--- src/rtl/core/pse_pkg.sv ---
// Shared types and constants for the postfix stack evaluator.
package pse_pkg;

  localparam logic [7:0] SYM_ADD  = 8'h2B;
  localparam logic [7:0] SYM_SUB  = 8'h2D;
  localparam logic [7:0] SYM_MUL  = 8'h2A;
  localparam logic [7:0] SYM_DIV  = 8'h2F;
  localparam logic [7:0] SYM_ZERO = 8'h30;

  typedef enum logic [2:0] {
    STS_OK    = 3'd0,
    STS_EMPTY = 3'd1,
    STS_UNDER = 3'd2,
    STS_OVER  = 3'd3,
    STS_DIVZ  = 3'd4
  } status_t;

  typedef enum logic [2:0] {
    ST_IDLE,
    ST_RD_LEFT,
    ST_EXEC,
    ST_DIV,
    ST_EMIT_RD,
    ST_EMIT_LD,
    ST_EMIT_OUT
  } state_t;

endpackage

--- src/rtl/core/pse_ram.sv ---
// Generic single-write, single-read RAM with a registered read port.
module pse_ram #(
  parameter int WIDTH = 8,
  parameter int DEPTH = 16,
  localparam int AW = (DEPTH > 1) ? $clog2(DEPTH) : 1
) (
  input  logic             clk,
  input  logic             we,
  input  logic [AW-1:0]    waddr,
  input  logic [WIDTH-1:0] wdata,
  input  logic [AW-1:0]    raddr,
  output logic [WIDTH-1:0] rdata
);

  logic [WIDTH-1:0] mem [DEPTH];

  always_ff @(posedge clk) begin
    if (we) begin
      mem[waddr] <= wdata;
    end
    rdata <= mem[raddr];
  end

endmodule

--- src/rtl/core/postfix_stack_evaluator.sv ---
// Top level of the postfix stack evaluator: control, arithmetic and stack walk.
//
// The symbol channel takes one expression character per transfer, with
// end_of_expr marking the last one. Operands are pushed as symbol minus '0';
// + - * / pop two entries and push the 8-bit wrapped result. Errors are sticky
// and leave the stack unchanged. After the last character the stack is sent
// on the result channel from top to bottom, one transfer per entry, the last
// one flagged by final_entry; an empty stack gives a single result.
// An operand is pushed when accepted; +, - and * pass through ST_RD_LEFT and
// ST_EXEC for the stack RAM's registered read; / then runs the divider in
// ST_DIV, one quotient bit per cycle. Each emitted entry is one RAM read via
// ST_EMIT_RD, ST_EMIT_LD and ST_EMIT_OUT; a stalled result holds its value.
// symbol_stall is high while a character or the emit sequence is in progress.
// Reset empties the stack and clears the error; stack contents are not cleared.
module postfix_stack_evaluator
  import pse_pkg::*;
#(
  parameter int STACK_DEPTH = 16
) (
  input  logic              clk,
  input  logic              rst,
  input  logic              symbol_valid,
  output logic              symbol_stall,
  input  logic [7:0]        symbol,
  input  logic              end_of_expr,
  output logic              result_valid,
  input  logic              result_stall,
  output logic signed [7:0] value,
  output logic [2:0]        status,
  output logic              final_entry
);

  localparam int AW = $clog2(STACK_DEPTH);
  localparam int CW = $clog2(STACK_DEPTH + 1);

  state_t         state, state_next;
  logic [CW-1:0]  count, count_next;
  status_t        err, err_next;
  logic [7:0]     op, op_next;
  logic           last, last_next;
  logic [7:0]     right_val, right_val_next;
  logic           neg, neg_next;
  logic [7:0]     dvs, dvs_next;
  logic [7:0]     rem, rem_next;
  logic [7:0]     quot, quot_next;
  logic [2:0]     div_step, div_step_next;
  logic           out_valid, out_valid_next;
  logic [7:0]     out_value, out_value_next;
  status_t        out_status, out_status_next;
  logic           out_final, out_final_next;

  logic           mem_we;
  logic [AW-1:0]  mem_waddr;
  logic [7:0]     mem_wdata;
  logic [AW-1:0]  mem_raddr;
  logic [7:0]     mem_rdata;

  logic           accept;
  logic           is_op;
  logic [CW-1:0]  cnt_m1;
  logic [CW-1:0]  cnt_m2;
  logic [8:0]     div_sh;
  logic [9:0]     div_diff;
  logic           div_ge;
  logic [7:0]     quot_step;
  logic [7:0]     div_res;
  logic [15:0]    prod;
  logic [7:0]     left_mag;
  logic [7:0]     right_mag;

  pse_ram #(
    .WIDTH(8),
    .DEPTH(STACK_DEPTH)
  ) u_stack (
    .clk  (clk),
    .we   (mem_we),
    .waddr(mem_waddr),
    .wdata(mem_wdata),
    .raddr(mem_raddr),
    .rdata(mem_rdata)
  );

  assign symbol_stall = (state != ST_IDLE);
  assign accept       = symbol_valid && !symbol_stall;
  assign is_op        = (symbol == SYM_ADD) || (symbol == SYM_SUB) ||
                        (symbol == SYM_MUL) || (symbol == SYM_DIV);
  assign cnt_m1       = count - CW'(1);
  assign cnt_m2       = count - CW'(2);

  assign div_sh    = {rem, quot[7]};
  assign div_diff  = {1'b0, div_sh} - {2'b00, dvs};
  assign div_ge    = !div_diff[9];
  assign quot_step = {quot[6:0], div_ge};
  assign div_res   = neg ? (8'd0 - quot_step) : quot_step;

  assign prod      = 16'($signed(mem_rdata) * $signed(right_val));
  assign left_mag  = mem_rdata[7] ? (8'd0 - mem_rdata) : mem_rdata;
  assign right_mag = right_val[7] ? (8'd0 - right_val) : right_val;

  assign result_valid = out_valid;
  assign value        = out_value;
  assign status       = out_status;
  assign final_entry  = out_final;

  always_ff @(posedge clk) begin
    if (rst) begin
      state     <= ST_IDLE;
      count     <= '0;
      err       <= STS_OK;
      div_step  <= '0;
      out_valid <= 1'b0;
    end else begin
      state     <= state_next;
      count     <= count_next;
      err       <= err_next;
      div_step  <= div_step_next;
      out_valid <= out_valid_next;
    end
    op         <= op_next;
    last       <= last_next;
    right_val  <= right_val_next;
    neg        <= neg_next;
    dvs        <= dvs_next;
    rem        <= rem_next;
    quot       <= quot_next;
    out_value  <= out_value_next;
    out_status <= out_status_next;
    out_final  <= out_final_next;
  end

  always_comb begin
    state_next      = state;
    count_next      = count;
    err_next        = err;
    op_next         = op;
    last_next       = last;
    right_val_next  = right_val;
    neg_next        = neg;
    dvs_next        = dvs;
    rem_next        = rem;
    quot_next       = quot;
    div_step_next   = div_step;
    out_valid_next  = out_valid;
    out_value_next  = out_value;
    out_status_next = out_status;
    out_final_next  = out_final;
    mem_we          = 1'b0;
    mem_waddr       = cnt_m2[AW-1:0];
    mem_wdata       = mem_rdata;
    mem_raddr       = cnt_m1[AW-1:0];

    case (state)
      ST_IDLE: begin
        if (accept) begin
          op_next   = symbol;
          last_next = end_of_expr;
          if (!is_op) begin
            if (count == CW'(STACK_DEPTH)) begin
              if (err == STS_OK) err_next = STS_OVER;
            end else begin
              mem_we     = 1'b1;
              mem_waddr  = count[AW-1:0];
              mem_wdata  = symbol - SYM_ZERO;
              count_next = count + CW'(1);
            end
            if (end_of_expr) state_next = ST_EMIT_RD;
          end else if (count < CW'(2)) begin
            if (err == STS_OK) err_next = STS_UNDER;
            if (end_of_expr) state_next = ST_EMIT_RD;
          end else begin
            state_next = ST_RD_LEFT;
          end
        end
      end
      ST_RD_LEFT: begin
        right_val_next = mem_rdata;
        mem_raddr      = cnt_m2[AW-1:0];
        state_next     = ST_EXEC;
      end
      ST_EXEC: begin
        state_next = last ? ST_EMIT_RD : ST_IDLE;
        case (op)
          SYM_ADD: begin
            mem_we     = 1'b1;
            mem_wdata  = mem_rdata + right_val;
            count_next = cnt_m1;
          end
          SYM_SUB: begin
            mem_we     = 1'b1;
            mem_wdata  = mem_rdata - right_val;
            count_next = cnt_m1;
          end
          SYM_MUL: begin
            mem_we     = 1'b1;
            mem_wdata  = prod[7:0];
            count_next = cnt_m1;
          end
          default: begin
            if (right_val == 8'd0) begin
              if (err == STS_OK) err_next = STS_DIVZ;
            end else begin
              neg_next      = mem_rdata[7] ^ right_val[7];
              dvs_next      = right_mag;
              rem_next      = '0;
              quot_next     = left_mag;
              div_step_next = '0;
              state_next    = ST_DIV;
            end
          end
        endcase
      end
      ST_DIV: begin
        rem_next      = div_ge ? div_diff[7:0] : div_sh[7:0];
        quot_next     = quot_step;
        div_step_next = div_step + 3'd1;
        if (div_step == 3'd7) begin
          mem_we     = 1'b1;
          mem_wdata  = div_res;
          count_next = cnt_m1;
          state_next = last ? ST_EMIT_RD : ST_IDLE;
        end
      end
      ST_EMIT_RD: begin
        if (count == '0) begin
          out_value_next  = '0;
          out_status_next = (err != STS_OK) ? err : STS_EMPTY;
          out_final_next  = 1'b1;
          out_valid_next  = 1'b1;
          state_next      = ST_EMIT_OUT;
        end else begin
          state_next = ST_EMIT_LD;
        end
      end
      ST_EMIT_LD: begin
        out_value_next  = mem_rdata;
        out_status_next = err;
        out_final_next  = (count == CW'(1));
        out_valid_next  = 1'b1;
        state_next      = ST_EMIT_OUT;
      end
      ST_EMIT_OUT: begin
        if (!result_stall) begin
          out_valid_next = 1'b0;
          if (out_final) begin
            count_next = '0;
            err_next   = STS_OK;
            state_next = ST_IDLE;
          end else begin
            count_next = cnt_m1;
            state_next = ST_EMIT_RD;
          end
        end
      end
      default: begin
        state_next = ST_IDLE;
      end
    endcase
  end

`ifndef SYNTHESIS
  a_count_bound: assert property (@(posedge clk) disable iff (rst)
    count <= CW'(STACK_DEPTH))
    else $error("Stack count exceeds the stack depth.");

  a_valid_state: assert property (@(posedge clk) disable iff (rst)
    out_valid |-> (state == ST_EMIT_OUT))
    else $error("Result is valid outside the emit phase.");

  a_final_clears: assert property (@(posedge clk) disable iff (rst)
    (out_valid && !result_stall && out_final) |=> (count == '0 && err == STS_OK))
    else $error("Stack or error not cleared after the final transfer.");

  a_div_step_idle: assert property (@(posedge clk) disable iff (rst)
    (state != ST_DIV) |-> (div_step == 3'd0))
    else $error("Divider step counter is active outside a division.");

  a_no_write_emit: assert property (@(posedge clk) disable iff (rst)
    (state == ST_EMIT_RD || state == ST_EMIT_LD || state == ST_EMIT_OUT) |-> !mem_we)
    else $error("Stack written during the emit phase.");
`endif

endmodule
--- config.mk ---
export PLATFORM = sky130hd
export DESIGN_NAME = postfix_stack_evaluator
export DESIGN_NICKNAME = d
export VERILOG_FILES = /design/src/rtl/core/pse_pkg.sv /design/src/rtl/core/pse_ram.sv /design/src/rtl/core/postfix_stack_evaluator.sv
export SDC_FILE = /design/constraint.sdc
export NUM_CORES = 1
export LEC_CHECK = 0
export BUFFER_PORTS_ARGS = -buffer_cell sky130_fd_sc_hd__buf_4
export CAP_MARGIN = 20
export CORE_MARGIN = 10
export CORE_UTILIZATION = 40
export DETAILED_ROUTE_END_ITERATION = 8
export GPL_TIMING_DRIVEN = 0
export HOLD_SLACK_MARGIN = 0.03
export PLACE_DENSITY = 0.62
export SETUP_SLACK_MARGIN = 0.2
export SLEW_MARGIN = 25
export SYNTH_ARGS = -nofsm -noshare
export SYNTH_HDL_FRONTEND = slang
export SYNTH_SLANG_ARGS = --single-unit
--- constraint.sdc ---
create_clock -name clk -period 5.6 [get_ports clk]
set_input_delay 0.56 -clock clk [delete_from_list [all_inputs] [get_ports clk]]
set_output_delay 0.56 -clock clk [all_outputs]
set_load 0.02 [all_outputs]
==> impl_metrics.ini <==
[status]
outcome = completed

[timing]
worst_slack_ns = 0.376
drv_slew = 0
fin_hold_ws_ns = 0.243
setup_violations = 0
relSlewSlack = 0.362
fin_crit_ns = 5.22
fmax_mhz = 191
rsz0062_at_grt = no
hold_viol_final = 0
fin_crit_sh = 0.933
worst_slew_pin_slew_ns = 0.951
finClkSkew_ns = 0.0263

[setup_path]
path_max_fanout = 16
cp.arrival_ns = 5.42
path_class = flop to flop
regToRegStartpoint = right_val[2]
cp-start-kind = flop
startpoint = right_val[2]
reg2regPathDepth = 16
rrSetupSlack_ns = 0.38
r2r_end = u_stack.mem[12][7]
endpoint_kind = flop
worstPathRequired_ns = 5.80

[synth]
yosysTopAreaCell = edfxtp_1
syn_area_mm2 = 0.0108
ys_seq_area_frac = 0.548
synth_top_area_frac = 0.506
synth_cell_types = 66
synth_edf_count = 182
synthFlopType = edfxtp_1
synthArstFlopShare = 0
ys_ff_latch = 205
syn-num-nets = 936
syn_inst = 861
ys_warn_count = 0
synthTopCellsByArea = edfxtp_1 (51%), mux4_2 (6.7%), ha_1 (5.6%)
avgSynthCellArea_um2 = 12.6

[die]
die_w_um = 184
coreArea_mm2 = 0.0268
start_util = 0.403
ioPinCount = 27
dieArea_mm2 = 0.0340
rows = 60
die_h_um = 184

[detailed_routing]
ant_nets = 0
vias = 7011
first_iter_violations = 606
drt-met1-wl_mm = 11.4
routed-wl-met3_mm = 1.53
wl_per_cell_um = 19.9
drc_errors = 0
drt_first_pass_iters = 5
finalWirelength_mm = 25.3
top_layer = met4
via_per_inst = 5.51
wl_met2_mm = 11.7

[cts]
clockBufferDepth = 3
clk_latency_ns = 0.53
cts_made_buffers = 22
clock_sinks = 205
hold_buffers = 0
cts_tree = done
htree_levels = 1
cts_setup_buffers = 0
cts_resized = 4
path_clk_slew_ns = 0.06
clockRootBuffer = clkbuf_16

[placed_design]
place.gp.congestion = 0.868
dpl.cell_count = 1232
io_buffers = 26
post-place-ws_ns = 0.0255
dp_hpwl_mm = 18.0

[finish]
drive_above_1_share = 0.142
antenna_cells = 0
final_cells = 1272
fin_nets = 990
area_delta_synth_final_pct = 13.2
post-route-util = 0.457

[global_route]
grt_use_total = 0.149
first_global_vias = 6847
grt_max_degree = 18
antenna_found_initial = 0
grt_pass1_wl_mm = 39.4
gr-total-overflow = 0

[worst_hold_path]
hp-start = end_of_expr
hold_class = primary input to flop
whs_path_depth = 1
holdPathEnd = last

[power_and_ir_drop]
power_density_mw_per_mm2 = 644
peakVddDrop_uv = 339
p_leak_nw = 4.48

[run]
max_cap_viol_count = 0
-- flip-flops by register name, indices dropped and copies added (netlist names), 3 cells and up --
signal,flops
div_step,3
status,3
count,5
state,3
u_stack.rdata,8
err,3
quot,8
op,8
dvs,8
right_val,8
rem,8
value,8
u_stack.mem,128
-- worst max-delay path, cell delays in order (launching register included) --
cell and delay (ns):
edfxtp_1 0.33, buf_1 0.41, nand2_1 0.15, fa_1 0.42
fa_1 0.54, inv_1 0.04, ha_1 0.27, inv_1 0.05
fa_1 0.52, inv_1 0.07, ha_1 0.29, a21o_1 0.15
a21oi_1 0.14, xnor3_1 0.40, xnor3_1 0.42, nor2_1 0.07
o41a_2 0.64
-- per-layer routing --
layer  track usage  vias up
met5             0        -
li1              -     3294
met3        0.0262       44
met2         0.236      222
met4        0.0423        0
met1         0.204     3451
-- cell usage after synthesis, types with 4 or more instances --
| master | number |
|---|---|
| edfxtp_1 | 182 |
| nand2_1 | 75 |
| inv_1 | 59 |
| nor2_1 | 55 |
| ha_1 | 48 |
| o21ai_0 | 39 |
| a21oi_1 | 33 |
| mux4_2 | 32 |
| clkbuf_1 | 31 |
| xnor2_1 | 28 |
| dfxtp_1 | 23 |
| and2_1 | 21 |
| or3_1 | 17 |
| xor2_1 | 16 |
| fa_1 | 14 |
| mux2i_1 | 14 |
| nor3_1 | 14 |
| o21a_1 | 11 |
| nand3_1 | 10 |
| mux2_2 | 9 |
| nor2b_1 | 8 |
| o31ai_1 | 8 |
| a211oi_1 | 7 |
| o21ai_1 | 7 |
| buf_2 | 6 |
| o211ai_1 | 6 |
| nand2b_1 | 5 |
| o22ai_1 | 5 |
| or2_2 | 5 |
| a32oi_1 | 4 |
| and3_1 | 4 |
| o211a_1 | 4 |
| o31a_1 | 4 |
| or4_1 | 4 |
-- through the flow --
step	setup TNS, ns	total power, mW	cell area, um2
6_report	0	7.88	12200
2_1_floorplan	0	5.23	10800
4_1_cts	0	7.93	12200
3_5_place_dp	0	6.46	11500
5_1_grt	0	8.40	12200
3_3_place_gp	-9.04	6.36	11400
-- worst max-delay path by stage --
stage,to,slack [ns]
after floorplan,u_stack.mem[0][7],0.89
after global placement,u_stack.mem[3][1],-0.56
after detailed placement,u_stack.mem[3][7],0.03
after CTS,u_stack.mem[14][7],0.20
after global routing,u_stack.mem[14][7],0.20
final,u_stack.mem[12][7],0.38
-- power by group --
group,switching [mW],internal (mW),total [mW]
combinational,2.37,1.61,3.98
clock,0.609,0.835,1.44
sequential,0.162,2.30,2.46
total,3.14,4.74,7.88
-- final cells by class --
| class | count | area, um2 |
|---|---|---|
| inverters | 59 | 221 |
| clock inverters | 14 | 145 |
| repair buffers | 30 | 229 |
| clock buffers | 26 | 576 |
| fillers | 2408 | 14600 |
| multi-input cells | 556 | 4530 |
| plain buffers | 41 | 178 |
| flip-flops and latches | 205 | 5930 |
| well taps | 341 | 427 |
-- kinds of logic (layout without fill, tap and decap cells) --
family | count (synthesis) | in the layout | synth area share
AO/OA/AOI/OAI | 157 | 157 | 0.0949
XOR/XNOR | 47 | 47 | 0.0419
adder cells (fa/ha/maj) | 62 | 62 | 0.0815
buffers and inverters | 100 | 170 | 0.0361
flip-flops | 205 | 205 | 0.548
multiplexers | 55 | 55 | 0.0890
AND/OR/NAND/NOR | 235 | 235 | 0.108
-- layout by cell type (no fill, tap or decap), types with 16 or more instances in the layout --
cell       count
and2_1        21
mux4_2        32
buf_4         31
clkbuf_16     22
nor2_1        54
xor2_1        16
dfxtp_1       23
nand2_1       75
ha_1          48
xnor2_1       28
clkbuf_1      26
a21oi_1       33
inv_1         59
or3_1         17
o21ai_0       38
edfxtp_1     182
Power figures use the tool's default switching activity.
